--- src/design/dhc_pkg.sv ---
// Shared constants, types and palette tables for the diverging heat-map colormap.
// Used by every module of the block; depends on nothing.
`timescale 1ns / 1ps

package dhc_pkg;

    // Field widths
    localparam int CHANNEL_BITS  = 8;
    localparam int DENSITY_BITS  = 32;

    // Palette: stops are hundredths, 0..99
    localparam int STOP_BITS     = 7;
    localparam int STOP_COUNT    = 11;
    localparam int STOP_IDX_BITS = 4;
    localparam int NUM_CH        = 3;

    // Band split: five bands per half, band quotient always below 8
    localparam int BAND_COUNT    = 5;
    localparam int CAT_Q_BITS    = 3;
    localparam int WIDE_BITS     = DENSITY_BITS + CAT_Q_BITS;

    // Channel scaling: level = round(FULL * num / (100 * span))
    localparam int PCT_SCALE     = 100;
    localparam int HALF_PCT      = 50;
    localparam int PROD_BITS     = DENSITY_BITS + STOP_BITS;
    localparam int DEN_BITS      = DENSITY_BITS + STOP_BITS;
    localparam int NUM_BITS      = DENSITY_BITS + CHANNEL_BITS + STOP_BITS;

    // Stop indexes with a fixed meaning
    localparam logic [STOP_IDX_BITS-1:0] STOP_HOT   = 4'd0;
    localparam logic [STOP_IDX_BITS-1:0] LOWER_BASE = 4'd5;
    localparam logic [STOP_IDX_BITS-1:0] STOP_COLD  = 4'd10;

    // Channel codes
    localparam logic [1:0] CH_RED   = 2'd0;
    localparam logic [1:0] CH_GREEN = 2'd1;
    localparam logic [1:0] CH_BLUE  = 2'd2;

    // Configuration register indexes and reset values
    localparam int CFG_IDX_BITS = 2;
    localparam logic [CFG_IDX_BITS-1:0] CFG_FLOOR   = 2'd0;
    localparam logic [CFG_IDX_BITS-1:0] CFG_CENTER  = 2'd1;
    localparam logic [CFG_IDX_BITS-1:0] CFG_CEILING = 2'd2;
    localparam logic [DENSITY_BITS-1:0] FLOOR_RST   = DENSITY_BITS'(0);
    localparam logic [DENSITY_BITS-1:0] CENTER_RST  = DENSITY_BITS'(65536);
    localparam logic [DENSITY_BITS-1:0] CEILING_RST = DENSITY_BITS'(131072);

    localparam logic [STOP_BITS-1:0] STOP_RED [STOP_COUNT] = '{
        7'd33, 7'd55, 7'd75, 7'd87, 7'd96, 7'd99, 7'd78, 7'd50, 7'd21, 7'd0, 7'd0
    };
    localparam logic [STOP_BITS-1:0] STOP_GREEN [STOP_COUNT] = '{
        7'd19, 7'd32, 7'd51, 7'd76, 7'd91, 7'd96, 7'd92, 7'd80, 7'd59, 7'd40, 7'd24
    };
    localparam logic [STOP_BITS-1:0] STOP_BLUE [STOP_COUNT] = '{
        7'd2, 7'd4, 7'd18, 7'd49, 7'd76, 7'd89, 7'd90, 7'd76, 7'd56, 7'd37, 7'd19
    };

    // Band-select output: stop index of the band start, offset inside the band, band span
    typedef struct packed {
        logic [STOP_IDX_BITS-1:0] cat;
        logic [DENSITY_BITS-1:0]  offset;
        logic [DENSITY_BITS-1:0]  span;
    } t_band_item;

    // Band-select internal stage: base stop plus a band-quotient division in flight
    typedef struct packed {
        logic [STOP_IDX_BITS-1:0] base;
        logic [DENSITY_BITS-1:0]  part;
        logic [CAT_Q_BITS-1:0]    rest;
        logic [CAT_Q_BITS-1:0]    quot;
        logic [DENSITY_BITS-1:0]  span;
    } t_cat_stage;

    // Blend output: rounded-division dividend per channel and common divisor
    typedef struct packed {
        logic [NUM_CH-1:0][NUM_BITS-1:0] numer;
        logic [DEN_BITS-1:0]             den;
    } t_blend_item;

    function automatic logic [STOP_BITS-1:0] stop_level(
        input logic [1:0]               ch,
        input logic [STOP_IDX_BITS-1:0] idx
    );
        logic [STOP_BITS-1:0] lvl;
        lvl = '0;
        if (idx <= STOP_COLD) begin
            case (ch)
                CH_RED:   lvl = STOP_RED[idx];
                CH_GREEN: lvl = STOP_GREEN[idx];
                CH_BLUE:  lvl = STOP_BLUE[idx];
                default:  lvl = '0;
            endcase
        end
        return lvl;
    endfunction

endpackage

--- src/design/dhc_round_div.sv ---
// Round divider: restoring division of the three channel dividends by the common
// divisor, one quotient bit per register stage. Depends on dhc_pkg.
`timescale 1ns / 1ps

module dhc_round_div import dhc_pkg::*; (
    input  logic                                i_clk,
    input  logic                                i_rst_n,
    input  logic                                i_valid,
    output logic                                o_ready,
    input  t_blend_item                         i_item,
    output logic                                o_valid,
    input  logic                                i_ready,
    output logic [NUM_CH-1:0][CHANNEL_BITS-1:0] o_level
);

    localparam int LAST = CHANNEL_BITS - 1;

    typedef struct packed {
        logic [NUM_CH-1:0][DEN_BITS-1:0]     part;
        logic [NUM_CH-1:0][CHANNEL_BITS-1:0] rest;
        logic [NUM_CH-1:0][CHANNEL_BITS-1:0] quot;
        logic [DEN_BITS-1:0]                 den;
    } t_div_stage;

    logic [LAST:0]   r_vld;
    logic [LAST+1:0] stage_ready;
    t_div_stage      r_st [LAST+1];
    t_div_stage      n_first;

    function automatic t_div_stage div_step(input t_div_stage s);
        t_div_stage        o;
        logic [DEN_BITS:0] trial;
        logic              ge;
        o = s;
        for (int c = 0; c < NUM_CH; c++) begin
            trial = {s.part[c], s.rest[c][CHANNEL_BITS-1]};
            ge    = trial >= {1'b0, s.den};
            o.part[c] = ge ? DEN_BITS'(trial - {1'b0, s.den}) : trial[DEN_BITS-1:0];
            o.rest[c] = {s.rest[c][CHANNEL_BITS-2:0], 1'b0};
            o.quot[c] = {s.quot[c][CHANNEL_BITS-2:0], ge};
        end
        return o;
    endfunction

    // dividend < den << CHANNEL_BITS, so its upper part starts below den
    always_comb begin
        for (int c = 0; c < NUM_CH; c++) begin
            n_first.part[c] = i_item.numer[c][NUM_BITS-1:CHANNEL_BITS];
            n_first.rest[c] = i_item.numer[c][CHANNEL_BITS-1:0];
            n_first.quot[c] = '0;
        end
        n_first.den = i_item.den;
    end

    assign stage_ready[LAST+1] = i_ready;
    for (genvar k = 0; k <= LAST; k++) begin : g_ready
        assign stage_ready[k] = !r_vld[k] || stage_ready[k+1];
    end

    always_ff @(posedge i_clk) begin
        if (!i_rst_n) begin
            r_vld <= '0;
        end else begin
            if (stage_ready[0]) r_vld[0] <= i_valid;
            for (int k = 1; k <= LAST; k++) begin
                if (stage_ready[k]) r_vld[k] <= r_vld[k-1];
            end
        end
    end

    always_ff @(posedge i_clk) begin
        if (stage_ready[0]) r_st[0] <= div_step(n_first);
        for (int k = 1; k <= LAST; k++) begin
            if (stage_ready[k]) r_st[k] <= div_step(r_st[k-1]);
        end
    end

    assign o_ready = stage_ready[0];
    assign o_valid = r_vld[LAST];
    assign o_level = r_st[LAST].quot;

    a_den_nonzero: assert property (@(posedge i_clk) disable iff (!i_rst_n)
        r_vld[0] |-> r_st[0].den != '0)
        else $error("divisor is zero");

    for (genvar k = 0; k <= LAST; k++) begin : g_chk
        a_part_below_den: assert property (@(posedge i_clk) disable iff (!i_rst_n)
            r_vld[k] |-> (r_st[k].part[0] < r_st[k].den) && (r_st[k].part[1] < r_st[k].den)
                         && (r_st[k].part[2] < r_st[k].den))
            else $error("partial remainder not below divisor");
    end

    a_first_stage_holds: assert property (@(posedge i_clk) disable iff (!i_rst_n)
        r_vld[0] && !stage_ready[1] |=> r_vld[0] && $stable(r_st[0]))
        else $error("stalled divider stage changed");

endmodule

--- config.mk ---
export PLATFORM = sky130hd
export DESIGN_NAME = dhc_round_div
export DESIGN_NICKNAME = d
export VERILOG_FILES = /design/src/design/dhc_pkg.sv /design/src/design/dhc_round_div.sv
export SDC_FILE = /design/constraint.sdc
export NUM_CORES = 2
export LEC_CHECK = 0
export BUFFER_PORTS_ARGS = -buffer_cell sky130_fd_sc_hd__buf_2
export CAP_MARGIN = 20
export CORE_UTILIZATION = 60
export DETAILED_ROUTE_END_ITERATION = 8
export PLACE_DENSITY = 0.77
export SLEW_MARGIN = 10
export SYNTH_ARGS = -nofsm -noshare
export SYNTH_HDL_FRONTEND = slang
export SYNTH_SLANG_ARGS = --single-unit
--- constraint.sdc ---
create_clock -name i_clk -period 7.9 [get_ports i_clk]
set_input_delay 0.395 -clock i_clk [delete_from_list [all_inputs] [get_ports i_clk]]
set_output_delay 0.395 -clock i_clk [all_outputs]
set_load 0.1 [all_outputs]
* Yosys cells after proc, flatten, opt, wreduce, memory -nomap -nowiden
Memory sizes are Yosys's and may differ from the RTL's.
Cells that the tools add are included.
** Storage, ports and cells
- Register bits after elaboration :: 8
- Memory bits (writable) :: 1608
- Input bits :: 184
- Output and inout port bits :: 26
- Memories kept :: 1
** Operators by class
- $add $sub $neg :: 24
- $lt $le $gt $ge :: 24
- Multiplexer cells :: 40
- Reductions and logical operators :: 16
** Memories
- r_st :: depth 8, width 201, read ports 8, clocked after memory_dff 0, write ports 8, line dhc_round_div.sv:27 : t_div_stage r_st [LAST+1];
** Operators with widths (number)
- $ge 40x39->1 :: 24
- $mux 39 :: 24
- $sub 39x39->39 :: 24
- $mux 1 :: 16
- $logic_not 1->1 :: 8
- $logic_or 1x1->1 :: 8

* Depth between registers and ports, before layout
- Word-level depth :: 11
- Depth in mapped cells :: 16

* Worst setup path after synthesis
No wires, ideal clock.
- Path type :: register to register
- From :: register r_vld[7]
- To :: memory r_st[0][0] in the netlist's numbering, enable pin
- Setup time :: 1.677 ns
- Arrival time :: 5.475 ns
- Setup slack :: 0.748 ns
- Stages on the path, launching flop included :: 7
- Path buffers :: 0
- Path through :: dfxtp_1 nor2b_1 and3_1 and2_1 and3_1 and2_1 nand2_1
** RTL lines
- start: declaration :: line dhc_round_div.sv:25 : logic [LAST:0] r_vld;
- start signal: indexed assignment :: line dhc_round_div.sv:66 : if (stage_ready[k]) r_vld[k] <= r_vld[k-1];
- end: declaration :: line dhc_round_div.sv:27

==> metrics.cfg <==
[clock_tree]
clock_path_buffers = 3
cts_root_buf = clkbuf_16
path_clk_slew_ns = 0.07
numCtsBuffers = 146
insertion_delay_ns = 0.81
cts_sinks = 1292
cts.htree.levels = 4
cts_tree = yes

[synthesis]
syn_nets = 10238
ys_warn_count = 0
synthTopCellsByArea = edfxtp_1, ha_1, a21oi_1
async_flop_share_pct = 0
ys.flop_type = edfxtp_1
synth_cells = 9097
ys_types = 94
yosys.area.top_type = edfxtp_1
synth_top_area_share_pct = 41.1
synth-seq-area-share_pct = 41.2
yosys_register_bits = 1292
synth-edff-count = 1284
syn_area_per_cell_um2 = 10.3
syn_area_mm2 = 0.0939

[finish]
drive_above_1_share_pct = 7.63
area_delta_synth_final_pct = 10.1
nets = 10539
regArea_mm2 = 0.0387
design_area_mm2 = 0.103
fillers = 11751
multiInputGateArea_mm2 = 0.0521

[detailed_routing]
drt_pre_antenna_iters = 8
num_vias = 73819
drcViolationCount = 2
vias_per_cell = 6.37
first_iter_violations = 6915
antenna_left = 0
wl_per_cell_um = 24.5
wirelength_um = 284000

[pwr]
cellPowerDensity_mw_per_mm2 = 430
ir_drop_v = 0.000289
leakage_nw = 44.2

[sta]
rsz0062_at_grt = no
slew_viol_final = 0
slew_headroom_pct = 22.2
finalClockSkew_ns = 0.0252
fin_tns_setup_ns = 0
finalSetupViolCount = 0
fmax_ghz = 0.186
hold_viol = 0
min_period_ns = 5.37
finalCritPeriodShare_pct = 67.9
tightest_slew_ns = 1.16

[floorplanning]
die_w_um = 398
fp.coreArea_mm2 = 0.155
num_rows = 144
dieArea_mm2 = 0.158
initial_core_util_pct = 60.6
die_y_um = 398
pin_count = 210

[critical_path]
cp-start-kind = flop
rr_startpoint = r_st[0][201]$_DFFE_PP_
worst-endpoint-required_ns = 8.44
crit_type = reg -> reg
arrival_ns = 5.90
worstPathMaxFanout = 40
crit_path_end_kind = flop
crit_start = r_st[0][201]$_DFFE_PP_

[grt]
grt_pass1_wl_um = 423000
track_usage_pct = 35.2
gr-total-overflow = 0
grt_max_degree = 151
grt_pass1_vias = 73403
grt_antenna_before_repair = 8

[placement]
portBuffers = 209
place_area_mm2 = 0.0968
dp_hpwl_um = 226000
place_congestion = 1.03

[status]
status = complete, but fails checks
failed_checks = design-rule violations

[worst_hold_path]
holdCritPathClass = in -> reg
hp-start = i_item[47]

[flow_run]
max-cap-violations = 0

## per-layer routing
layer,global-route usage (%),wire length (µm),share of wire (%),up-vias
met5,0,0,0,-
met3,3.51,16400,5.8,698
met2,61.9,139000,49,3013
li1,-,-,-,34743
met4,20.8,17900,6.3,0
met1,41.6,111000,39,35365
## area by class of cell
| cell class | count | share of cell area (%) |
|---|---|---|
| Clock inverter | 94 | 0.857 |
| Clock buffer | 171 | 3.65 |
| Multi-Input combinational cell | 6998 | 50.4 |
| Antenna cell | 22 | 0.0533 |
| Tap cell | 2044 | 2.47 |
| Sequential cell | 1292 | 37.5 |
| Timing Repair Buffer | 427 | 3.11 |
| Inverter | 533 | 1.96 |
## state kept, by name (all words and copies together) (netlist names)
signal,cells
r_vld,8
r_st,1284
## cell usage in the layout (no fill, tap or decap), types with 25 or more instances in the layout
master and count:
buf_4 31, o21ai_1 141, and4_1 30, nor2_1 572, dlygate4sd3_1 180, xor2_1 265, o21bai_1 113, nand3_1 156
o21a_1 132, mux2_1 359, inv_1 523, ha_1 936, and2_1 29, xnor2_1 450, buf_2 209, nand2_1 500
o21ai_0 400, and3_1 69, mux2_2 118, o31a_1 37, clkbuf_16 147, nand4_1 160, a211o_1 27, a211oi_1 56
nor2b_1 151, nand2b_1 106, nor4_1 29, edfxtp_1 1284, a21o_1 523, mux2i_1 32, a21oi_1 908, o211ai_1 31
clkinv_2 26, a31oi_1 70, o31ai_1 58, mux2_4 37, a31o_2 25, nor3_1 113
## worst max-delay path: stages (launching register included)
cell and delay [ns]:
edfxtp_1 0.51, ha_1 0.30, fa_1 0.42, nand2b_1 0.19, a211oi_1 0.60, o31ai_1 0.30
a21oi_1 0.40, o21ai_1 0.19, a21oi_1 0.27, nand3_1 0.20, nand2_1 0.20, a211o_1 0.13
a311o_2 0.91, mux2_1 0.41
## cell families after synthesis
logic type	Yosys count	share of synthesized area, %
flops	1292	41.2
mux	546	6.66
simple gates	2008	10.3
fa+ha+maj	957	12.9
xor+xnor	715	6.67
compound gates	2772	18.7
buf+inv	807	3.44
## stage by stage
| stage | setup slack (ns) | hold slack [ns] | std cells | power (mW) | util [%] |
|---|---|---|---|---|---|
| 4_1_cts | 2.71 | 0.0214 | 11559 | 43.9 | 66.7 |
| 6_report | 2.53 | 0.0782 | 11581 | 44.4 | 66.8 |
| 3_5_place_dp | 2.78 | 0.405 | 11114 | 37.0 | 62.6 |
| 2_1_floorplan | 0.748 | 0.400 | 9097 | 30.5 | - |
| 5_1_grt | 2.46 | 0.0760 | 11580 | 46.9 | 66.8 |
| 3_3_place_gp | 2.91 | 0.400 | 11113 | 36.4 | 62.6 |
## synthesized netlist by cell type, types with 33 or more instances
cell type	instances
a21o_1	523
o21ai_1	142
nor4_1	33
mux2_2	118
and3_1	69
a211oi_1	56
nand2_1	503
nand3_1	157
a21oi_1	910
o21a_1	132
mux2_1	359
edfxtp_1	1284
mux2_4	37
o21ai_0	400
ha_1	936
clkbuf_1	210
a31oi_1	73
nor3_1	113
xnor2_1	450
o31ai_1	58
o21bai_1	113
nor2_1	572
xor2_1	265
o31a_1	37
inv_1	528
nor2b_1	151
nand4_1	160
nand2b_1	106
## report_power, final
part	internal (mW)	switching, mW	leakage, nW
logic	10.3	14.1	28.4
clock network	3.78	2.93	2.24
registers	11.4	1.92	13.6
total	25.5	18.9	44.2
## path summary, 6_finish.rpt
path	to	slack (ns)	cells past startpoint
setup / recovery	r_st[0][577]$_DFFE_PP_	2.53	13
hold reg to reg	r_st[0][676]$_DFFE_PP_	0.41	0
hold / removal	r_st[0][85]$_DFFE_PP_	0.08	3
setup reg to reg	r_st[0][577]$_DFFE_PP_	2.53	13
## timing repair
action,in CTS,in global routing
hold buffers,180,0
gates resized for setup,0,0
hold endpoints to repair,183,0
setup buffers,0,0
(Power assumes the default switching activity.)
