### config.mk
export PLATFORM = sky130hd
export DESIGN_NAME = dhc_blend
export DESIGN_NICKNAME = d
export VERILOG_FILES = /design/src/design/dhc_pkg.sv /design/src/design/dhc_blend.sv
export SDC_FILE = /design/constraint.sdc
export NUM_CORES = 2
export LEC_CHECK = 0
export ABC_AREA = 1
export BUFFER_PORTS_ARGS = -buffer_cell sky130_fd_sc_hd__buf_2
export CAP_MARGIN = 10
export CORE_MARGIN = 5
export CORE_UTILIZATION = 59
export DETAILED_ROUTE_END_ITERATION = 6
export GPL_TIMING_DRIVEN = 0
export HOLD_SLACK_MARGIN = 0.03
export PLACE_DENSITY = 0.88
export SLEW_MARGIN = 30
export SYNTH_ARGS = -nofsm -noshare
export SYNTH_HDL_FRONTEND = slang
export SYNTH_SLANG_ARGS = --single-unit
### constraint.sdc
create_clock -name i_clk -period 15.4 [get_ports i_clk]
set_input_delay 0 -clock i_clk [delete_from_list [all_inputs] [get_ports i_clk]]
set_output_delay 0 -clock i_clk [all_outputs]
set_load 0.02 [all_outputs]
### src/design/dhc_pkg.sv
// Shared constants, types and palette tables for the diverging heat-map colormap.
// Used by every module of the block; depends on nothing.
`timescale 1ns / 1ps

package dhc_pkg;

    // Field widths
    localparam int CHANNEL_BITS  = 8;
    localparam int DENSITY_BITS  = 32;

    // Palette: stops are hundredths, 0..99
    localparam int STOP_BITS     = 7;
    localparam int STOP_COUNT    = 11;
    localparam int STOP_IDX_BITS = 4;
    localparam int NUM_CH        = 3;

    // Band split: five bands per half, band quotient always below 8
    localparam int BAND_COUNT    = 5;
    localparam int CAT_Q_BITS    = 3;
    localparam int WIDE_BITS     = DENSITY_BITS + CAT_Q_BITS;

    // Channel scaling: level = round(FULL * num / (100 * span))
    localparam int PCT_SCALE     = 100;
    localparam int HALF_PCT      = 50;
    localparam int PROD_BITS     = DENSITY_BITS + STOP_BITS;
    localparam int DEN_BITS      = DENSITY_BITS + STOP_BITS;
    localparam int NUM_BITS      = DENSITY_BITS + CHANNEL_BITS + STOP_BITS;

    // Stop indexes with a fixed meaning
    localparam logic [STOP_IDX_BITS-1:0] STOP_HOT   = 4'd0;
    localparam logic [STOP_IDX_BITS-1:0] LOWER_BASE = 4'd5;
    localparam logic [STOP_IDX_BITS-1:0] STOP_COLD  = 4'd10;

    // Channel codes
    localparam logic [1:0] CH_RED   = 2'd0;
    localparam logic [1:0] CH_GREEN = 2'd1;
    localparam logic [1:0] CH_BLUE  = 2'd2;

    // Configuration register indexes and reset values
    localparam int CFG_IDX_BITS = 2;
    localparam logic [CFG_IDX_BITS-1:0] CFG_FLOOR   = 2'd0;
    localparam logic [CFG_IDX_BITS-1:0] CFG_CENTER  = 2'd1;
    localparam logic [CFG_IDX_BITS-1:0] CFG_CEILING = 2'd2;
    localparam logic [DENSITY_BITS-1:0] FLOOR_RST   = DENSITY_BITS'(0);
    localparam logic [DENSITY_BITS-1:0] CENTER_RST  = DENSITY_BITS'(65536);
    localparam logic [DENSITY_BITS-1:0] CEILING_RST = DENSITY_BITS'(131072);

    localparam logic [STOP_BITS-1:0] STOP_RED [STOP_COUNT] = '{
        7'd33, 7'd55, 7'd75, 7'd87, 7'd96, 7'd99, 7'd78, 7'd50, 7'd21, 7'd0, 7'd0
    };
    localparam logic [STOP_BITS-1:0] STOP_GREEN [STOP_COUNT] = '{
        7'd19, 7'd32, 7'd51, 7'd76, 7'd91, 7'd96, 7'd92, 7'd80, 7'd59, 7'd40, 7'd24
    };
    localparam logic [STOP_BITS-1:0] STOP_BLUE [STOP_COUNT] = '{
        7'd2, 7'd4, 7'd18, 7'd49, 7'd76, 7'd89, 7'd90, 7'd76, 7'd56, 7'd37, 7'd19
    };

    // Band-select output: stop index of the band start, offset inside the band, band span
    typedef struct packed {
        logic [STOP_IDX_BITS-1:0] cat;
        logic [DENSITY_BITS-1:0]  offset;
        logic [DENSITY_BITS-1:0]  span;
    } t_band_item;

    // Band-select internal stage: base stop plus a band-quotient division in flight
    typedef struct packed {
        logic [STOP_IDX_BITS-1:0] base;
        logic [DENSITY_BITS-1:0]  part;
        logic [CAT_Q_BITS-1:0]    rest;
        logic [CAT_Q_BITS-1:0]    quot;
        logic [DENSITY_BITS-1:0]  span;
    } t_cat_stage;

    // Blend output: rounded-division dividend per channel and common divisor
    typedef struct packed {
        logic [NUM_CH-1:0][NUM_BITS-1:0] numer;
        logic [DEN_BITS-1:0]             den;
    } t_blend_item;

    function automatic logic [STOP_BITS-1:0] stop_level(
        input logic [1:0]               ch,
        input logic [STOP_IDX_BITS-1:0] idx
    );
        logic [STOP_BITS-1:0] lvl;
        lvl = '0;
        if (idx <= STOP_COLD) begin
            case (ch)
                CH_RED:   lvl = STOP_RED[idx];
                CH_GREEN: lvl = STOP_GREEN[idx];
                CH_BLUE:  lvl = STOP_BLUE[idx];
                default:  lvl = '0;
            endcase
        end
        return lvl;
    endfunction

endpackage

### src/design/dhc_blend.sv
// Blend: palette lookup, interpolation products and the rounded-division dividend,
// over three register stages. Depends on dhc_pkg.
`timescale 1ns / 1ps

module dhc_blend import dhc_pkg::*; (
    input  logic        i_clk,
    input  logic        i_rst_n,
    input  logic        i_valid,
    output logic        o_ready,
    input  t_band_item  i_item,
    output logic        o_valid,
    input  logic        i_ready,
    output t_blend_item o_item
);

    logic [2:0]               r_vld;
    logic [3:0]               stage_ready;
    logic [STOP_IDX_BITS-1:0] cat_next;
    logic [PROD_BITS-1:0]     n_prod0 [NUM_CH];
    logic [PROD_BITS-1:0]     n_prod1 [NUM_CH];
    logic [PROD_BITS-1:0]     r_prod0 [NUM_CH];
    logic [PROD_BITS-1:0]     r_prod1 [NUM_CH];
    logic [DENSITY_BITS-1:0]  r_span_a;
    logic [PROD_BITS-1:0]     n_num [NUM_CH];
    logic [PROD_BITS-1:0]     r_num [NUM_CH];
    logic [DENSITY_BITS-1:0]  r_span_b;
    logic [NUM_BITS-1:0]      half_term;
    t_blend_item              n_item;
    t_blend_item              r_item;

    // stage A: (span - offset) * c0 and offset * c1
    always_comb begin
        cat_next = (i_item.cat >= STOP_COLD) ? STOP_COLD : i_item.cat + 1'b1;
        for (int c = 0; c < NUM_CH; c++) begin
            n_prod0[c] = PROD_BITS'(i_item.span - i_item.offset)
                       * PROD_BITS'(stop_level(2'(c), i_item.cat));
            n_prod1[c] = PROD_BITS'(i_item.offset)
                       * PROD_BITS'(stop_level(2'(c), cat_next));
        end
    end

    // stage B: interpolated numerator, at most 99 * span
    always_comb begin
        for (int c = 0; c < NUM_CH; c++) begin
            n_num[c] = r_prod0[c] + r_prod1[c];
        end
    end

    // stage C: FULL * num + span * 50 over span * 100 gives round-half-up
    always_comb begin
        half_term  = NUM_BITS'(r_span_b) * NUM_BITS'(HALF_PCT);
        n_item.den = DEN_BITS'(r_span_b) * DEN_BITS'(PCT_SCALE);
        for (int c = 0; c < NUM_CH; c++) begin
            n_item.numer[c] = (NUM_BITS'(r_num[c]) << CHANNEL_BITS)
                            - NUM_BITS'(r_num[c]) + half_term;
        end
    end

    assign stage_ready[3] = i_ready;
    for (genvar k = 0; k < 3; k++) begin : g_ready
        assign stage_ready[k] = !r_vld[k] || stage_ready[k+1];
    end

    always_ff @(posedge i_clk) begin
        if (!i_rst_n) begin
            r_vld <= '0;
        end else begin
            if (stage_ready[0]) r_vld[0] <= i_valid;
            if (stage_ready[1]) r_vld[1] <= r_vld[0];
            if (stage_ready[2]) r_vld[2] <= r_vld[1];
        end
    end

    always_ff @(posedge i_clk) begin
        if (stage_ready[0]) begin
            r_prod0  <= n_prod0;
            r_prod1  <= n_prod1;
            r_span_a <= i_item.span;
        end
        if (stage_ready[1]) begin
            r_num    <= n_num;
            r_span_b <= r_span_a;
        end
        if (stage_ready[2]) begin
            r_item   <= n_item;
        end
    end

    assign o_ready = stage_ready[0];
    assign o_valid = r_vld[2];
    assign o_item  = r_item;

endmodule

Yosys cells after proc, flatten, opt, wreduce, memory -nomap -nowiden. Memory sizes are Yosys's and may differ from the RTL's. Cells that the tools add are included.

Add/subtract/negate cells: 11. Multipliers: 8. Reduce and logical (&&, ||, !) cells: 6. Muxes and demuxes: 19. Order comparisons: 5. Bitwise operators: 2.

Operators by type and width (count): 47-bit by 38-bit adder with 47-bit output (3); 47-bit by 39-bit subtractor with 47-bit output (3); 7-bit two-way mux (18); 39-bit adder (3); 32-bit by 7-bit multiplier with 39-bit output (3); 39-bit by 7-bit multiplier with 39-bit output (2); 32-bit by 5-bit multiplier with 37-bit output, second input constant (2); 33-bit by 8-bit multiplier with 39-bit output (1); 32-bit by 32-bit subtractor with 33-bit output (1); 5-bit >= comparator, second input constant (2); 4-bit NOT with 5-bit output (2); 4-bit <= comparator, second input constant (2); 4-bit by 1-bit adder with 4-bit output, second input constant (1); 4-bit >= comparator, second input constant (1); 4-bit two-way mux (1); 1-bit zero test (3); 1-bit logical OR (3).

Memories: 6. Word-level logic and storage cells: 75. Input bits: 72. Output and inout bits: 182. Memory bits (read-only): 672. Register bits after elaboration: 596.

Memories: (no name shown) (words 16, width 7, rd ports 1, clocked after Yosys merged registers in 0, wr ports 0, line dhc_pkg.sv:90) `CH_BLUE: lvl = STOP_BLUE[idx];`; (no name shown) (words 16, width 7, rd ports 1, clocked after Yosys merged registers in 0, wr ports 0, line dhc_pkg.sv:90); (no name shown) (words 16, width 7, rd ports 1, clocked after Yosys merged registers in 0, wr ports 0, line dhc_pkg.sv:89) `CH_GREEN: lvl = STOP_GREEN[idx];`; (no name shown) (words 16, width 7, rd ports 1, clocked after Yosys merged registers in 0, wr ports 0, line dhc_pkg.sv:89); (no name shown) (words 16, width 7, rd ports 1, clocked after Yosys merged registers in 0, wr ports 0, line dhc_pkg.sv:88) `CH_RED: lvl = STOP_RED[idx];`; (no name shown) (words 16, width 7, rd ports 1, clocked after Yosys merged registers in 0, wr ports 0, line dhc_pkg.sv:88).

Logic depth before layout (Yosys ltp).
Depth in word-level cells: 8. Gate-level depth with buffers: 38. Gate-level depth less buffers: 37.

Worst setup path after synthesis. Ideal clock, no wire load.

Kind: register to register. From: register r_vld[2]. To: register r_prod0[0] in the netlist's numbering, enable pin. Slack: 4.277 ns. Data required time: 13.339 ns. Cell stages (with the launch flop): 4. Arrival time: 9.062 ns. Clock period less this slack: 11.123 ns. Library setup time: 2.061 ns. Path buffers: 0. Path through: dfxtp_1 -> nand2_1 -> nor2_1 -> nand2_1.

Word-level cells in the longest chain between the ends: 4.

RTL lines: start, declared (line dhc_blend.sv:16) `logic [2:0] r_vld;`; start signal, assigned (line dhc_blend.sv:70) `if (stage_ready[2]) r_vld[2] <= r_vld[1];`; 1-bit zero test (line dhc_blend.sv:61) `assign stage_ready[k] = !r_vld[k] || stage_ready[k+1];`; 1-bit logical OR (line dhc_blend.sv:61); named net stage_ready[2] (line dhc_blend.sv:17) `logic [3:0] stage_ready;`; 1-bit logical OR (2 in a row) (line dhc_blend.sv:61); named net o_ready (line dhc_blend.sv:9) `output logic o_ready,`; end signal, assigned (line dhc_blend.sv:76) `r_prod0 <= n_prod0;`; end, declared (line dhc_blend.sv:21) `logic [PROD_BITS-1:0] r_prod0 [NUM_CH];`.

The timed path passes the listed nets, and every way through them passes these cells. A chain may end at the register's enable or synchronous reset.

==> impl_metrics.ini <==
[critical_path]
slowest_stage = nand2_1
cp_top_family = simple AND/OR/NAND/NOR gates
cp_common_cell = nor2_1
crit_buf_inv = 8
critPathMaxFanout = 10
slowest_delay_ns = 0.67
endpoint_kind = flop
arrival_ns = 8.62
cp-start-kind = primary input
crit_type = in -> reg
worstPathRequired_ns = 15.75

[synthesis]
ys_async_sr_fraction_pct = 0
synthTopCellsByArea = fa_1 24%, edfxtp_1 20%, ha_1 11%, inv_1 8.8%, nor2_1 8.2%
yosysMostFrequentCell = inv_1
ys_types = 59
synth_flop_cell = edfxtp_1
ys_seq_area_share_pct = 20.3
syn_area_mm2 = 0.0881
synth_top_family_by_area = adder cells
synth_edf_count = 593
yosys-mux-area-fraction_pct = 0
synth_xor_xnor_area_share_pct = 4.36
synthSimpleGateAreaFrac_pct = 20.9
netlist_instances = 11200
ys_ff_latch = 596
yosysTopAreaCellShare_pct = 24.3
yosys.area.top_type = fa_1
synth_compound_area_share_pct = 9.41
synth_common_cells = 2075 x inv_1, 1931 x nor2_1, 1898 x nand2_1
postSynthAreaPerCell_um2 = 7.85
ys.warnings.count = 0
synth_fa_ha_area_share_pct = 35.1

[clock_network]
cts_post_setup_buffers_inserted = 0
clkTransAtPathRegs_ns = 0.07
insertion_delay_ns = 0.67
clk_path_buf_depth = 3
cts_tree = done
cts_root_buf = clkbuf_16
cts_sinks = 596
h-tree-depth = 3
cts_buffers = 66

[timing]
min_period_ns = 8.27
slew_headroom_pct = 26.5
slew_violations = 0
fmax_mhz = 121
rsz0062_at_grt = no
tns_ns = 0
report.final.hold_viol_count = 0
setup_viol = 0
worstMarginPinSlew_ns = 1.09
post-route-period-util_pct = 53.7
finalClockSkew_ns = 0.0517

[routing]
dr_total_vias = 81100
drt_iter0_drc = 9765
drt-total-wl_um = 320000
ant_nets = 0
remaining_drc_errors = 26
dr.pass1.iters = 7
wl_per_cell_um = 23.6
viasPerCell = 5.98

[grt]
grt_pass1_vias = 80000
grt_max_degree = 102
grt_pass1_wl_um = 477000
grt_use_total_pct = 40.2
gr-total-overflow = 0
antenna_found_initial = 23

[layout]
final_nets = 13500
syn_to_final_growth_pct = 7.77
n_fill_cell = 12900
layoutNonFillerInstCount = 13600
layout-drive-gt1-share_pct = 4.86
multiInputGateArea_mm2 = 0.0616
layout.area.seq_mm2 = 0.0179

[outcome]
violations = design-rule violations
status = finished, violations left

[die]
dieArea_mm2 = 0.157
io_pins = 254
num_rows = 141
die_height_um = 396
core_area_mm2 = 0.148
die_x_um = 396
start_util_pct = 59.5

[placement]
placed_cells = 13400
io_buffers = 245
dp_hpwl_um = 274000
gp_congestion = 1.09

[run]
maxCapViolCount = 0

[hold_path]
hold_class = in -> reg
==> registers in the layout (all words and copies together) (netlist names) <==
signal	cells
o_item	178
r_num	117
r_prod0	117
r_prod1	117
r_span_a	32
r_span_b	32
r_vld	3
==> metrics by stage <==
stage               util (%)  cell area (µm²)  setup WS (ns)  hold WS (ns)
floorplan                  -            88100           4.28        0.0989
global placement        62.0            91700          0.771         0.213
detailed placement      62.4            92300           7.03         0.235
CTS                     64.1            94900           7.71        0.0389
global route            64.1            94900           7.14         0.114
finish                  64.1            94900           7.13         0.112
==> layout by cell type (no fill, tap or decap), types with 20 or more instances in the layout <==
cell type      instances
inv_1               2074
nor2_1              1929
nand2_1             1896
fa_1                1067
ha_1                 760
a21oi_1              642
edfxtp_1             593
nand3_1              462
o21ai_0              462
xor2_1               302
buf_2                290
clkbuf_1             125
xnor2_1              102
a31oi_1               90
nor3_1                85
a21o_1                79
o21bai_1              69
clkbuf_16             66
nand4_1               53
dlygate4sd3_1         35
nor4_1                33
o21a_1                32
o211ai_1              30
clkinv_1              28
xor2_2                27
and3_1                26
a21boi_0              26
nand3b_1              22
or2_2                 21
inv_2                 20
==> final timing paths <==
check | start | end | slack [ns] | depth (start not counted)
hold / removal | i_rst_n | r_vld[1] | 0.11 | 3
hold reg to reg | r_span_a[16] | r_span_b[16] | 0.42 | 0
setup / recovery | i_item[48] | r_prod0[116] | 7.13 | 30
setup reg to reg | r_span_b[2] | o_item[73] | 8.16 | 26
==> cell type report <==
cell class / count / area share, %
Clock inverter: 39 / 0.509
Timing Repair Buffer: 301 / 2.08
Buffer: 186 / 0.890
Multi-Input combinational cell: 8312 / 65.0
Sequential cell: 596 / 18.8
Antenna cell: 8 / 0.0211
Tap cell: 1930 / 2.54
Inverter: 2118 / 8.39
Clock buffer: 77 / 1.78
==> metal layers <==
layer	GRT usage [%]	part of all wire [%]	vias to the layer above
met4	23.7	7.4	26
met5	2.09	0.19	-
met1	51.1	37	38700
met3	13.7	13	1171
li1	-	-	36200
met2	59.6	42	5059
==> what timing repair did <==
item	CTS	global route
hold endpoints to repair	56	0
hold buffers	35	0
setup endpoints to repair	0	0
gates resized for setup	0	0
==> worst min-delay path, cell delays in order <==
cell and delay, ns:
dlygate4sd3_1 0.53, buf_2 0.12, o21a_1 0.11
==> logic make-up (layout without fill, tap and decap cells) <==
kind of cell,Yosys count,in the layout
buffers and inverters,2304,2721
AOI/OAI and AO/OA,1476,1476
adders and majority gates,1827,1827
DFF,596,596
and+or+nand+nor,4571,4571
xor gates and xnor gates,436,436
other,1,10
Power is not shown: default switching activity piles up to over one toggle a cycle in this logic, so the estimate is an artifact.
