File: config.mk
export PLATFORM = sky130hd
export DESIGN_NAME = dhc_band_select
export DESIGN_NICKNAME = d
export VERILOG_FILES = /design/src/design/dhc_pkg.sv /design/src/design/dhc_band_select.sv
export SDC_FILE = /design/constraint.sdc
export NUM_CORES = 1
export LEC_CHECK = 0
export BUFFER_PORTS_ARGS = -buffer_cell sky130_fd_sc_hd__buf_2
export CORE_ASPECT_RATIO = 1.2
export CORE_MARGIN = 5
export CORE_UTILIZATION = 58
export CTS_CLUSTER_SIZE = 30
export DETAILED_ROUTE_END_ITERATION = 10
export GPL_ROUTABILITY_DRIVEN = 0
export HOLD_SLACK_MARGIN = 0.02
export PLACE_DENSITY = 0.89
export SYNTH_ARGS = -nofsm -noshare
export SYNTH_HDL_FRONTEND = slang
export SYNTH_SLANG_ARGS = --single-unit
File: constraint.sdc
create_clock -name i_clk -period 11.9 [get_ports i_clk]
set_clock_uncertainty 0.05 [all_clocks]
set_input_delay 1.785 -clock i_clk [delete_from_list [all_inputs] [get_ports i_clk]]
set_output_delay 1.785 -clock i_clk [all_outputs]
set_load 0.01 [all_outputs]
File: src/design/dhc_pkg.sv
// Shared constants, types and palette tables for the diverging heat-map colormap.
// Used by every module of the block; depends on nothing.
`timescale 1ns / 1ps

package dhc_pkg;

    // Field widths
    localparam int CHANNEL_BITS  = 8;
    localparam int DENSITY_BITS  = 32;

    // Palette: stops are hundredths, 0..99
    localparam int STOP_BITS     = 7;
    localparam int STOP_COUNT    = 11;
    localparam int STOP_IDX_BITS = 4;
    localparam int NUM_CH        = 3;

    // Band split: five bands per half, band quotient always below 8
    localparam int BAND_COUNT    = 5;
    localparam int CAT_Q_BITS    = 3;
    localparam int WIDE_BITS     = DENSITY_BITS + CAT_Q_BITS;

    // Channel scaling: level = round(FULL * num / (100 * span))
    localparam int PCT_SCALE     = 100;
    localparam int HALF_PCT      = 50;
    localparam int PROD_BITS     = DENSITY_BITS + STOP_BITS;
    localparam int DEN_BITS      = DENSITY_BITS + STOP_BITS;
    localparam int NUM_BITS      = DENSITY_BITS + CHANNEL_BITS + STOP_BITS;

    // Stop indexes with a fixed meaning
    localparam logic [STOP_IDX_BITS-1:0] STOP_HOT   = 4'd0;
    localparam logic [STOP_IDX_BITS-1:0] LOWER_BASE = 4'd5;
    localparam logic [STOP_IDX_BITS-1:0] STOP_COLD  = 4'd10;

    // Channel codes
    localparam logic [1:0] CH_RED   = 2'd0;
    localparam logic [1:0] CH_GREEN = 2'd1;
    localparam logic [1:0] CH_BLUE  = 2'd2;

    // Configuration register indexes and reset values
    localparam int CFG_IDX_BITS = 2;
    localparam logic [CFG_IDX_BITS-1:0] CFG_FLOOR   = 2'd0;
    localparam logic [CFG_IDX_BITS-1:0] CFG_CENTER  = 2'd1;
    localparam logic [CFG_IDX_BITS-1:0] CFG_CEILING = 2'd2;
    localparam logic [DENSITY_BITS-1:0] FLOOR_RST   = DENSITY_BITS'(0);
    localparam logic [DENSITY_BITS-1:0] CENTER_RST  = DENSITY_BITS'(65536);
    localparam logic [DENSITY_BITS-1:0] CEILING_RST = DENSITY_BITS'(131072);

    localparam logic [STOP_BITS-1:0] STOP_RED [STOP_COUNT] = '{
        7'd33, 7'd55, 7'd75, 7'd87, 7'd96, 7'd99, 7'd78, 7'd50, 7'd21, 7'd0, 7'd0
    };
    localparam logic [STOP_BITS-1:0] STOP_GREEN [STOP_COUNT] = '{
        7'd19, 7'd32, 7'd51, 7'd76, 7'd91, 7'd96, 7'd92, 7'd80, 7'd59, 7'd40, 7'd24
    };
    localparam logic [STOP_BITS-1:0] STOP_BLUE [STOP_COUNT] = '{
        7'd2, 7'd4, 7'd18, 7'd49, 7'd76, 7'd89, 7'd90, 7'd76, 7'd56, 7'd37, 7'd19
    };

    // Band-select output: stop index of the band start, offset inside the band, band span
    typedef struct packed {
        logic [STOP_IDX_BITS-1:0] cat;
        logic [DENSITY_BITS-1:0]  offset;
        logic [DENSITY_BITS-1:0]  span;
    } t_band_item;

    // Band-select internal stage: base stop plus a band-quotient division in flight
    typedef struct packed {
        logic [STOP_IDX_BITS-1:0] base;
        logic [DENSITY_BITS-1:0]  part;
        logic [CAT_Q_BITS-1:0]    rest;
        logic [CAT_Q_BITS-1:0]    quot;
        logic [DENSITY_BITS-1:0]  span;
    } t_cat_stage;

    // Blend output: rounded-division dividend per channel and common divisor
    typedef struct packed {
        logic [NUM_CH-1:0][NUM_BITS-1:0] numer;
        logic [DEN_BITS-1:0]             den;
    } t_blend_item;

    function automatic logic [STOP_BITS-1:0] stop_level(
        input logic [1:0]               ch,
        input logic [STOP_IDX_BITS-1:0] idx
    );
        logic [STOP_BITS-1:0] lvl;
        lvl = '0;
        if (idx <= STOP_COLD) begin
            case (ch)
                CH_RED:   lvl = STOP_RED[idx];
                CH_GREEN: lvl = STOP_GREEN[idx];
                CH_BLUE:  lvl = STOP_BLUE[idx];
                default:  lvl = '0;
            endcase
        end
        return lvl;
    endfunction

endpackage

File: src/design/dhc_band_select.sv
// Band select: classifies a sample against the bounds, then finds band index and offset
// with a three-stage restoring division. Depends on dhc_pkg.
`timescale 1ns / 1ps

module dhc_band_select import dhc_pkg::*; (
    input  logic                    i_clk,
    input  logic                    i_rst_n,
    input  logic                    i_valid,
    output logic                    o_ready,
    input  logic [DENSITY_BITS-1:0] i_sample,
    input  logic [DENSITY_BITS-1:0] i_floor,
    input  logic [DENSITY_BITS-1:0] i_center,
    input  logic [DENSITY_BITS-1:0] i_ceiling,
    output logic                    o_valid,
    input  logic                    i_ready,
    output t_band_item              o_item
);

    localparam int LAST = CAT_Q_BITS;

    logic [LAST:0]            r_vld;
    logic [LAST+1:0]          stage_ready;
    t_cat_stage               r_st [LAST+1];
    t_cat_stage               n_first;
    logic [STOP_IDX_BITS-1:0] sel_base;
    logic [DENSITY_BITS-1:0]  sel_diff;
    logic [DENSITY_BITS-1:0]  sel_span;
    logic [WIDE_BITS-1:0]     wide;

    // one quotient bit per call, MSB first
    function automatic t_cat_stage cat_step(input t_cat_stage s);
        t_cat_stage            o;
        logic [DENSITY_BITS:0] trial;
        logic                  ge;
        o     = s;
        trial = {s.part, s.rest[CAT_Q_BITS-1]};
        ge    = trial >= {1'b0, s.span};
        o.part = ge ? DENSITY_BITS'(trial - {1'b0, s.span}) : trial[DENSITY_BITS-1:0];
        o.rest = {s.rest[CAT_Q_BITS-2:0], 1'b0};
        o.quot = {s.quot[CAT_Q_BITS-2:0], ge};
        return o;
    endfunction

    // Bounds tested in order ceiling, center, floor; outside both bands the
    // divisor is forced to one so the quotient and offset come out zero.
    always_comb begin
        if (i_sample > i_ceiling) begin
            sel_base = STOP_HOT;
            sel_diff = '0;
            sel_span = DENSITY_BITS'(1);
        end else if (i_sample > i_center) begin
            sel_base = STOP_HOT;
            sel_diff = i_ceiling - i_sample;
            sel_span = i_ceiling - i_center;
        end else if (i_sample > i_floor) begin
            sel_base = LOWER_BASE;
            sel_diff = i_center - i_sample;
            sel_span = i_center - i_floor;
        end else begin
            sel_base = STOP_COLD;
            sel_diff = '0;
            sel_span = DENSITY_BITS'(1);
        end
        wide = WIDE_BITS'(sel_diff) * WIDE_BITS'(BAND_COUNT);
        n_first.base = sel_base;
        n_first.part = wide[WIDE_BITS-1:CAT_Q_BITS];
        n_first.rest = wide[CAT_Q_BITS-1:0];
        n_first.quot = '0;
        n_first.span = sel_span;
    end

    assign stage_ready[LAST+1] = i_ready;
    for (genvar k = 0; k <= LAST; k++) begin : g_ready
        assign stage_ready[k] = !r_vld[k] || stage_ready[k+1];
    end

    always_ff @(posedge i_clk) begin
        if (!i_rst_n) begin
            r_vld <= '0;
        end else begin
            if (stage_ready[0]) r_vld[0] <= i_valid;
            for (int k = 1; k <= LAST; k++) begin
                if (stage_ready[k]) r_vld[k] <= r_vld[k-1];
            end
        end
    end

    always_ff @(posedge i_clk) begin
        if (stage_ready[0]) r_st[0] <= n_first;
        for (int k = 1; k <= LAST; k++) begin
            if (stage_ready[k]) r_st[k] <= cat_step(r_st[k-1]);
        end
    end

    assign o_ready       = stage_ready[0];
    assign o_valid       = r_vld[LAST];
    assign o_item.cat    = r_st[LAST].base + STOP_IDX_BITS'(r_st[LAST].quot);
    assign o_item.offset = r_st[LAST].part;
    assign o_item.span   = r_st[LAST].span;

    a_span_nonzero: assert property (@(posedge i_clk) disable iff (!i_rst_n)
        r_vld[0] |-> r_st[0].span != '0)
        else $error("band span is zero");

    for (genvar k = 0; k <= LAST; k++) begin : g_chk
        a_part_below_span: assert property (@(posedge i_clk) disable iff (!i_rst_n)
            r_vld[k] |-> r_st[k].part < r_st[k].span)
            else $error("band remainder not below span");
    end

    a_band_in_range: assert property (@(posedge i_clk) disable iff (!i_rst_n)
        r_vld[LAST] |-> r_st[LAST].quot < CAT_Q_BITS'(BAND_COUNT))
        else $error("band quotient out of range");

endmodule

# Word-level counts from Yosys, hierarchy flattened
# Memories as Yosys holds them, arrays and structs flattened.
# Index checks and enable logic that the tools add are counted.
# classes
addsub,8
n_mul,1
n_lt_le_gt_ge,6
n_mux,20
n_reduce_logical,8
# op_table
cell,count
$mux 32,9
$sub 32x32->32,7
$ge 33x32->1,3
$gt 32x32->1,3
$mul 32x3->35 const B,1
$mux 4,3
$mux 1,8
$add 4x3->4,1
$logic_not 1->1,4
$logic_or 1x1->1,4
# totals
reg_bits,4
ramBits,296
in_bits,132
out_inout_bits,70
elab_cells,48
n_memories,1
# mem_list
memory,depth,word_bits,read_ports,rd_clocked_by_memory_dff,write_ports,line,rtl
r_st,4,74,4,0,4,dhc_band_select.sv:23,t_cat_stage r_st [LAST+1];

# Logic depth before layout (Yosys ltp)
# Gate-level depths: netlist of run 1.
# logic_depth
depth_word,7
mapped_depth,27

# Worst setup path before layout of run 1
# No wires, ideal clock.
# synth_path
path_kind,in2reg
start,in i_ceiling[0]
end,"mem r_st[0][68] in the netlist's numbering, data pin"
setup_time_ns,0.262
arrival_ns,7.092
path_slack_ns,4.497
stages,27
n_path_buf,2
path_cell_list,inv_1 > ha_1 > inv_1 > fa_1 > a21o_1 > a31oi_1 > o21ai_1 > a21oi_2 > a211oi_4 > a31oi_4 > nand2b_1 > buf_2 > clkbuf_1 > o22ai_1 > ha_1 > ha_1 > fa_1 > a21oi_1 > nor2b_1 > o31ai_1 > a211oi_1 > or2_2 > a41o_1 > a221oi_1 > nand4b_1 > a21oi_1 > xnor2_1
# synth_rtl
element,line,rtl
"start, declared",dhc_band_select.sv:13,"input logic [DENSITY_BITS-1:0] i_ceiling,"
"end, declared",dhc_band_select.sv:23,

==> results of run 1 <==
==> cell families (layout without fill, tap and decap cells) <==
logic type,Yosys count,in the layout
AO/OA/AOI/OAI,798,798
XOR/XNOR,209,209
adder cells (fa/ha/maj),322,322
buffers and inverters,368,513
flip-flops,280,280
multiplexers,41,41
other,0,1
AND/OR/NAND/NOR,643,643
==> placed cells by master, fill, tap and decap left out, types with 12 or more instances in the layout <==
master                        n
sky130_fd_sc_hd__clkbuf_16   25
sky130_fd_sc_hd__o31ai_1     18
sky130_fd_sc_hd__a31oi_1     19
sky130_fd_sc_hd__o21a_1      42
sky130_fd_sc_hd__nand4_1     29
sky130_fd_sc_hd__a211oi_1    34
sky130_fd_sc_hd__nor2_1     163
sky130_fd_sc_hd__and3_1      21
sky130_fd_sc_hd__ha_1       313
sky130_fd_sc_hd__nor3_1      54
sky130_fd_sc_hd__inv_1      255
sky130_fd_sc_hd__a21o_1     102
sky130_fd_sc_hd__o22ai_1     32
sky130_fd_sc_hd__o21bai_1    22
sky130_fd_sc_hd__nor2b_1     32
sky130_fd_sc_hd__a21oi_1    226
sky130_fd_sc_hd__o211ai_1    17
sky130_fd_sc_hd__nand2b_1    45
sky130_fd_sc_hd__nor4_1      12
sky130_fd_sc_hd__or3_1       12
sky130_fd_sc_hd__nand3_1     42
sky130_fd_sc_hd__buf_2      201
sky130_fd_sc_hd__o21ai_0    161
sky130_fd_sc_hd__xor2_1      95
sky130_fd_sc_hd__buf_4       12
sky130_fd_sc_hd__mux2_2      35
sky130_fd_sc_hd__xnor2_1    114
sky130_fd_sc_hd__edfxtp_1   276
sky130_fd_sc_hd__nand2_1    182
==> flip-flops by register name (all words and copies together) (netlist names) <==
signal and count:
r_st 276, r_vld 4
==> power by group <==
group | internal (mW) | switching, mW | total (mW)
logic | 1.38 | 1.91 | 3.29
registers | 1.55 | 0.156 | 1.71
clock network | 0.450 | 0.328 | 0.778
==> area by class of cell <==
cell class | count | area (um^2) | area share, %
clock buffers | 29 | 641 | 2.41
clock inverters | 13 | 151 | 0.569
flip-flops and latches | 280 | 8370 | 31.5
well taps | 546 | 683 | 2.57
diodes | 1 | 2.50 | 0.00941
multi-input cells | 2013 | 14700 | 55.2
inverters | 258 | 970 | 3.65
repair buffers | 213 | 1100 | 4.12
==> stage by stage <==
| step | std cells | power (mW) | hold WS, ns | setup WS (ns) | utilization [%] |
|---|---|---|---|---|---|
| 5_1_grt | 3353 | 6.17 | 0.378 | 3.22 | 63.4 |
| 2_1_floorplan | 2661 | 4.20 | 0.350 | 4.50 | - |
| 4_1_cts | 3352 | 5.71 | 0.365 | 3.75 | 63.4 |
| 6_report | 3353 | 5.77 | 0.362 | 3.55 | 63.4 |
| 3_5_place_dp | 3310 | 4.88 | 0.355 | 3.23 | 61.5 |
| 3_3_place_gp | 3310 | 4.71 | 0.357 | 3.65 | 61.5 |
==> path summary, 6_finish.rpt <==
kind                                  start          end  slack (ns)
worst max register to register   r_st[2][8]  r_st[3][59]        7.79
worst max-delay path            i_center[0]  r_st[0][66]        3.55
worst min-delay path            r_st[2][72]  r_st[3][72]        0.36
worst min register to register  r_st[2][72]  r_st[3][72]        0.36
==> per-layer routing <==
layer	share of wire [%]	global-route usage, %	wire length, um	vias to the layer above
li1	-	-	-	9968
met1	40	31.6	24300	9691
met2	49	44.6	30100	1078
met3	7.3	1.86	4460	158
met4	4.1	9.73	2540	0
met5	0	0	0	-
==> critical path: cells and delay by family <==
kind / cells / cell delay, ns
simple gates: 4 / 0.78
xor+xnor: 1 / 0.12
compound gates: 13 / 3.47
buf+inv: 4 / 0.87
fa+ha+maj: 5 / 1.52
==> cells in the mapped netlist, types with 5 or more instances <==
cell	instances
sky130_fd_sc_hd__ha_1	313
sky130_fd_sc_hd__edfxtp_1	276
sky130_fd_sc_hd__inv_1	257
sky130_fd_sc_hd__a21oi_1	226
sky130_fd_sc_hd__nand2_1	184
sky130_fd_sc_hd__nor2_1	163
sky130_fd_sc_hd__o21ai_0	161
sky130_fd_sc_hd__xnor2_1	114
sky130_fd_sc_hd__a21o_1	102
sky130_fd_sc_hd__xor2_1	95
sky130_fd_sc_hd__buf_4	65
sky130_fd_sc_hd__nor3_1	54
sky130_fd_sc_hd__nand2b_1	45
sky130_fd_sc_hd__nand3_1	42
sky130_fd_sc_hd__o21a_1	42
sky130_fd_sc_hd__mux2_2	35
sky130_fd_sc_hd__a211oi_1	34
sky130_fd_sc_hd__clkbuf_1	34
sky130_fd_sc_hd__nor2b_1	32
sky130_fd_sc_hd__o22ai_1	32
sky130_fd_sc_hd__nand4_1	29
sky130_fd_sc_hd__o21bai_1	22
sky130_fd_sc_hd__and3_1	21
sky130_fd_sc_hd__a31oi_1	19
sky130_fd_sc_hd__o31ai_1	18
sky130_fd_sc_hd__o211ai_1	17
sky130_fd_sc_hd__nor4_1	12
sky130_fd_sc_hd__or3_1	12
sky130_fd_sc_hd__and2_1	11
sky130_fd_sc_hd__o21ai_1	11
sky130_fd_sc_hd__o31a_1	11
sky130_fd_sc_hd__or2_2	11
sky130_fd_sc_hd__a211o_1	9
sky130_fd_sc_hd__a21boi_0	9
sky130_fd_sc_hd__and4_1	9
sky130_fd_sc_hd__fa_1	9
sky130_fd_sc_hd__a2111oi_0	7
sky130_fd_sc_hd__a22oi_1	7
sky130_fd_sc_hd__buf_2	7
sky130_fd_sc_hd__mux2i_1	6
sky130_fd_sc_hd__o221ai_1	6
sky130_fd_sc_hd__a31o_2	5
sky130_fd_sc_hd__nor3b_1	5
==> results.txt, run 1 <==
The run finished with clean final reports. For the worst setup path, the data arrival time is 8.57 ns. The simple-gate area share of the yosys netlist was 12.6%; the wire length of the first global-routing pass was 98700 um. The via count of the first global-routing pass came out at 20400.

After routing the design area is 26600 um^2. The final-report max-slew violation count is 0, and the length of the first detailed-routing pass in iterations is 8. The cell count after synthesis came out at 2661.

The tools report the total of cells resized after clock tree synthesis as 0. Depth of the worst hold-timing path: 0. The transition time at the pin with the least slew margin came out at 0.870 ns. The tree is rooted in a sky130_fd_sc_hd__clkbuf_16. The estimated wirelength of the detail-placed design came out at 49400 um. Measured against the total synthesized area, the mux share comes to 1.84%. A synthesized cell averages 9.27 um^2. The number of buffers added by the clock tree synthesis step came out at 24.

For this block, the via count after detailed routing is 20900. The buffer levels on the longest clock path is 3. The share of async-settable or async-resettable flops after synthesis came out at 0%.

Across the run, the number of max-cap violations was 0. On the worst path, the slowest cell contributes a delay of 0.50 ns. The largest fanout of any net on the critical path works out to 44.

The total area inside the core boundary comes to 42000 um^2. The synthesized netlist net count was 3115. The worst setup path is launched from a primary input. The worst setup path is of the primary input to register kind.

The tools report the number of distinct library cells after synthesis as 83. Of the total synthesized cell area, the portion taken by full adders, half adders and majority gates is 16.6%. The initial core utilization came out at 58.8%. Row generation in the floorplan step produced 82 rows. During placement, the flow inserted port buffers numbering 201. In this run the horizontal extent of the chip is 198 um. The minimum period implied by the final worst setup slack is 8.35 ns, and the final number of setup-violating endpoints is 0. The logs give 3244 for the final-stage net count and 1 for the number of antenna violations at the first check in global routing. After clock tree synthesis, the clock-pin slew on the worst setup and hold paths is 0.06 ns. The slowest stage of the critical path is the sky130_fd_sc_hd__a221oi_1 cell.

For this design the static power due to leakage is 12.2 nW. The die area was 46800 um^2; the xor/xnor cell area share of the yosys netlist was 7.42%. After the first detailed-routing iteration, the DRC count stood at 1775. Entering global routing, the biggest net connects 71 pins. The synthesized-area fraction occupied by ao, oa, aoi and oai cells is 21.0%, and the count of state elements after synthesis is 280. The clock drives 280 sinks.

sky130_fd_sc_hd__edfxtp_1 takes more of the synthesized area than any other cell. TritonCTS built the clock tree. The run gives 0 as the number of design rule violations left after detail routing. The dominant combinational cell family by area after synthesis was compound AO/OA/AOI/OAI gates. Depth of the CTS H-tree: 1. For the worst slew slack as a fraction of its limit, the log shows 40.5%. Dividing the detail-routed via count by the number of cells gives 6.23. The worst path uses 70.2% of the clock period. The run gives 0 as the total count of hold-check failures in the final report.

The required arrival time at the worst endpoint is 12.12 ns, and the yosys synthesis warning count is 0. For this design, the CTS-stage hold fixing added 0 buffers. The post-CTS repair timing setup buffer count came out at 0. The synthesized netlist occupies a cell area of 24700 um^2. The logs give 0.172 mV for the maximum resistive drop on vdd and 61400 um for the final wirelength. The nature of the critical path endpoint was a register. The latest clock arrival within the worst-skew pair came out at 0.53 ns. Of the synthesized area, sequential elements account for 33.9%. Area added between synthesis and finish: 7.83%. After detailed routing, the average wire length per cell comes to 18.3 um. After synthesis, the largest area contributor takes up 33.6% of total cell area. For this run, the leading register cell type out of synthesis is sky130_fd_sc_hd__edfxtp_1. For the global route total overflow, the log shows 0. The floorplan die height works out to 236 um.

Power spread over the standard cell area amounts to 217 nW/um^2. Ranked by total cell area, the synthesized netlist is headed by sky130_fd_sc_hd__edfxtp_1 34%, sky130_fd_sc_hd__ha_1 16%, sky130_fd_sc_hd__a21oi_1 4.6%. Based on the critical path, the design can be clocked at up to 0.120 GHz.

The class of the worst hold path was register to register. Setup repair after global routing left no endpoint under its margin. After detailed placement, the total cell area comes to 25800 um^2.

Once detail routing completed, the nets flagged for antenna violations numbered 0. The number of flops mapped to enable cells by yosys is 276. Cells with a size suffix above 1 make up 11.5% of the layout. For the worst flop-to-flop path, the logic depth is 13.

The tools report the total track usage as 25.1%. The filler cells instantiated in the layout total 3236. After routing, the total negative slack on setup checks comes to 0 ns. During I/O placement, the number of pins put on the boundary was 202.
Power figures use the tool's default switching activity.
==> inputs of run 2 (changes only) <==
- CORE_UTILIZATION: 58 -> 56
- clock period: 11.9 -> 7.4 ns (I/O delays scaled with it)
==> run 2 against run 1 <==
Power grew 63%. Design area is 0.62% higher. Die area grew 3.4%. Final cell count is 0.84% higher. Utilization is 2.2 points lower. Largest power group unchanged. Sequential cell count is the same. Non-clock buffer count rose by 13. Clock power rose by 68%.
==> results.txt, run 2 (synthesized netlist as in run 1, its figures left out) <==
IR analysis of the VDD net gives a maximum drop of 0.282 mV. The worst hold path belongs to the class register to register. r_st holds more flip-flops than any other register. The final antenna-violating net count came out at 0. The tools report the routed length on met3 as 4390 um. The clock passes through at most 3 buffers. For the number of design rule violations left after detail routing, the log shows 0. The register with the most flip-flops in the layout has 276 of them. For the via count of the first global-routing pass, the log shows 21000.

The met1 layer wirelength in the final routing came out at 24600 um. The data arrival time of the critical path is 7.18 ns, and the transition time at the pin with the least slew margin is 0.903 ns. The latest clock arrival within the worst-skew pair came out at 0.54 ns. The clock root buffer was sky130_fd_sc_hd__clkbuf_16. From synthesis to final layout, the design area changed by 8.50%.

The tools report the final-report max-slew violation count as 0. Setup repair after global routing left no endpoint under its margin. For the depth of the CTS H-tree, the log shows 1.

Topmost layer with routed signal wires: met4. Setup violations remaining at the end of the flow were counted as 0. The run gives 8 as the length of the first detailed-routing pass in iterations.

Wire length of the first global-routing pass: 103000 um. Of the cells placed in the final design, the portion with a size suffix greater than 1 is 12.1%. The total of cells resized after clock tree synthesis was 0. STA classifies the critical path startpoint as a primary input.

The largest net degree at the start of global routing was 71; the vias after detailed routing was 21000. Measured against its own limit, the worst slew margin works out to 39.3%. Along the worst path, the maximum fanout reaches 22. With fillers left out, the area of the finished cells amounts to 26800 um^2. The run gives 0 as the global route total overflow. The power per cell area is 352 nW/um^2, and the clock edge transition at the registers on the reported setup and hold paths is 0.07 ns. The number of antenna violations at the first check in global routing came out at 1. The worst setup path is captured at a register.

TritonCTS built the clock tree. Max-cap violations in this run came to 0. For the worst setup path, the data required time is 7.63 ns. The initial core utilization was 56.4%; the post-route total power was 9.41 mW.

The run gives 0 as the total count of hold-check failures in the final report. The die covers 48300 um^2. Detail-routed net length per standard cell: 18.9 um. Estimated wirelength of the detail-placed design: 51600 um.

Number of inserted filler cells in the final layout: 3475. Global routing used 25.3% of the available tracks across all layers. For this run, the post-layout net count is 3257. The average via count per standard cell is 6.21.

The violation count after the first detailed-routing iteration was 2210. Leaving out fill and tap cells, the most frequent cells in the layout are 313 x sky130_fd_sc_hd__ha_1, 276 x sky130_fd_sc_hd__edfxtp_1, 255 x sky130_fd_sc_hd__inv_1, 226 x sky130_fd_sc_hd__a21oi_1, 201 x sky130_fd_sc_hd__buf_2. Most common library cell in the layout ignoring fill and taps: sky130_fd_sc_hd__ha_1. The run gives 202 as the number of top-level pins. The critical path is of the primary input to register type.

Dividing the final minimum period by the clock period gives 94.0%. The run finished with clean final reports. Measured along the x axis, the die boundary spans 202 um. After detailed routing, the total wire length is 63800 um. In this run the vertical extent of the chip is 240 um. The largest registers in the layout are r_st (276), r_vld (4).

The maximum clock rate was 0.144 GHz; the number of buffers added by the clock tree synthesis step was 24. For the post-place instance area, the log shows 25900 um^2. For the leakage power of the design, the log shows 12.3 nW.

Count of input and output buffers: 201. For the post-CTS repair timing setup buffer count, the log shows 0. Setup slack on the worst reg-to-reg path comes out at 3.38 ns. The tree built by TritonCTS fans out to 280 sinks. The placeable core region is 43700 um^2, and the met2 routed wirelength is 31700 um. The number of buffers added to fix hold violations after cts is 0, and the minimum period implied by the final worst setup slack is 6.96 ns. Row generation in the floorplan step produced 84 rows.
run 2: changes by cell type in the layout (fill, tap and decap cells not counted):
cell	before	now
sky130_fd_sc_hd__buf_4	12	25
sky130_fd_sc_hd__clkbuf_1	4	0
sky130_fd_sc_hd__clkinv_1	1	5
sky130_fd_sc_hd__inv_6	1	3
sky130_fd_sc_hd__bufinv_16	3	4
sky130_fd_sc_hd__clkinv_2	6	5
sky130_fd_sc_hd__clkinv_4	1	2
sky130_fd_sc_hd__clkinvlp_4	2	1
sky130_fd_sc_hd__nor4_1	12	11
sky130_fd_sc_hd__nor4_2	1	2
run 2: worst max-delay path, stage by stage:
cell and delay, ns:
sky130_fd_sc_hd__buf_2 0.10, sky130_fd_sc_hd__inv_1 0.07, sky130_fd_sc_hd__ha_1 0.38, sky130_fd_sc_hd__a2111o_1 0.48, sky130_fd_sc_hd__a31oi_1 0.32, sky130_fd_sc_hd__o21ai_1 0.21
sky130_fd_sc_hd__a21oi_2 0.33, sky130_fd_sc_hd__a211oi_4 0.13, sky130_fd_sc_hd__a31oi_4 0.28, sky130_fd_sc_hd__nand2b_1 0.26, sky130_fd_sc_hd__buf_4 0.21, sky130_fd_sc_hd__buf_4 0.29
sky130_fd_sc_hd__o22ai_1 0.15, sky130_fd_sc_hd__ha_1 0.32, sky130_fd_sc_hd__ha_1 0.39, sky130_fd_sc_hd__a2111oi_0 0.46, sky130_fd_sc_hd__o21ai_0 0.28, sky130_fd_sc_hd__o211ai_1 0.20
sky130_fd_sc_hd__a21oi_1 0.13, sky130_fd_sc_hd__o31a_1 0.36, sky130_fd_sc_hd__nand4_1 0.14, sky130_fd_sc_hd__a31oi_1 0.12, sky130_fd_sc_hd__o21a_1 0.20, sky130_fd_sc_hd__nor3_1 0.16
sky130_fd_sc_hd__nor3_1 0.08
run 2: worst paths after layout:
path / endpoint / cells after the start / start
max: r_st[0][69] / 25 / i_sample[4]
min: r_st[3][72] / 0 / r_st[2][72]
max reg2reg: r_st[3][59] / 13 / r_st[2][1]
min reg2reg: r_st[3][72] / 0 / r_st[2][72]
run 2: area by class of cell:
cell class	instances	area [um^2]	share of cell area, %
Multi-Input combinational cell	2013	14700	54.9
Clock inverter	19	210	0.786
Tap cell	559	699	2.61
Antenna cell	1	2.50	0.00935
Clock buffer	25	626	2.34
Sequential cell	280	8370	31.3
Inverter	258	970	3.62
Timing Repair Buffer	226	1190	4.46
run 2: per-stage QoR:
step | util (%) | instances | hold slack [ns] | setup WS, ns | setup TNS [ns]
after floorplan | - | 2661 | 0.350 | 0.672 | 0
after global placement | 59.3 | 3336 | 0.356 | -0.00163 | -0.00163
after detailed placement | 59.3 | 3336 | 0.356 | -0.241 | -0.742
after CTS | 61.2 | 3380 | 0.376 | 0.259 | 0
after global routing | 61.2 | 3381 | 0.375 | 0.0177 | 0
final | 61.2 | 3381 | 0.372 | 0.443 | 0
run 2: routing by layer:
metal,up-vias,track usage [%]
met5,-,0
met3,243,2.47
met2,1089,46.9
met4,0,10.7
met1,9676,30.1
li1,9997,-
run 2: where the power goes:
group | switching, mW | total, mW | internal [mW]
registers | 0.259 | 2.75 | 2.49
logic | 3.12 | 5.34 | 2.22
clock network | 0.553 | 1.31 | 0.760
total | 3.93 | 9.41 | 5.48
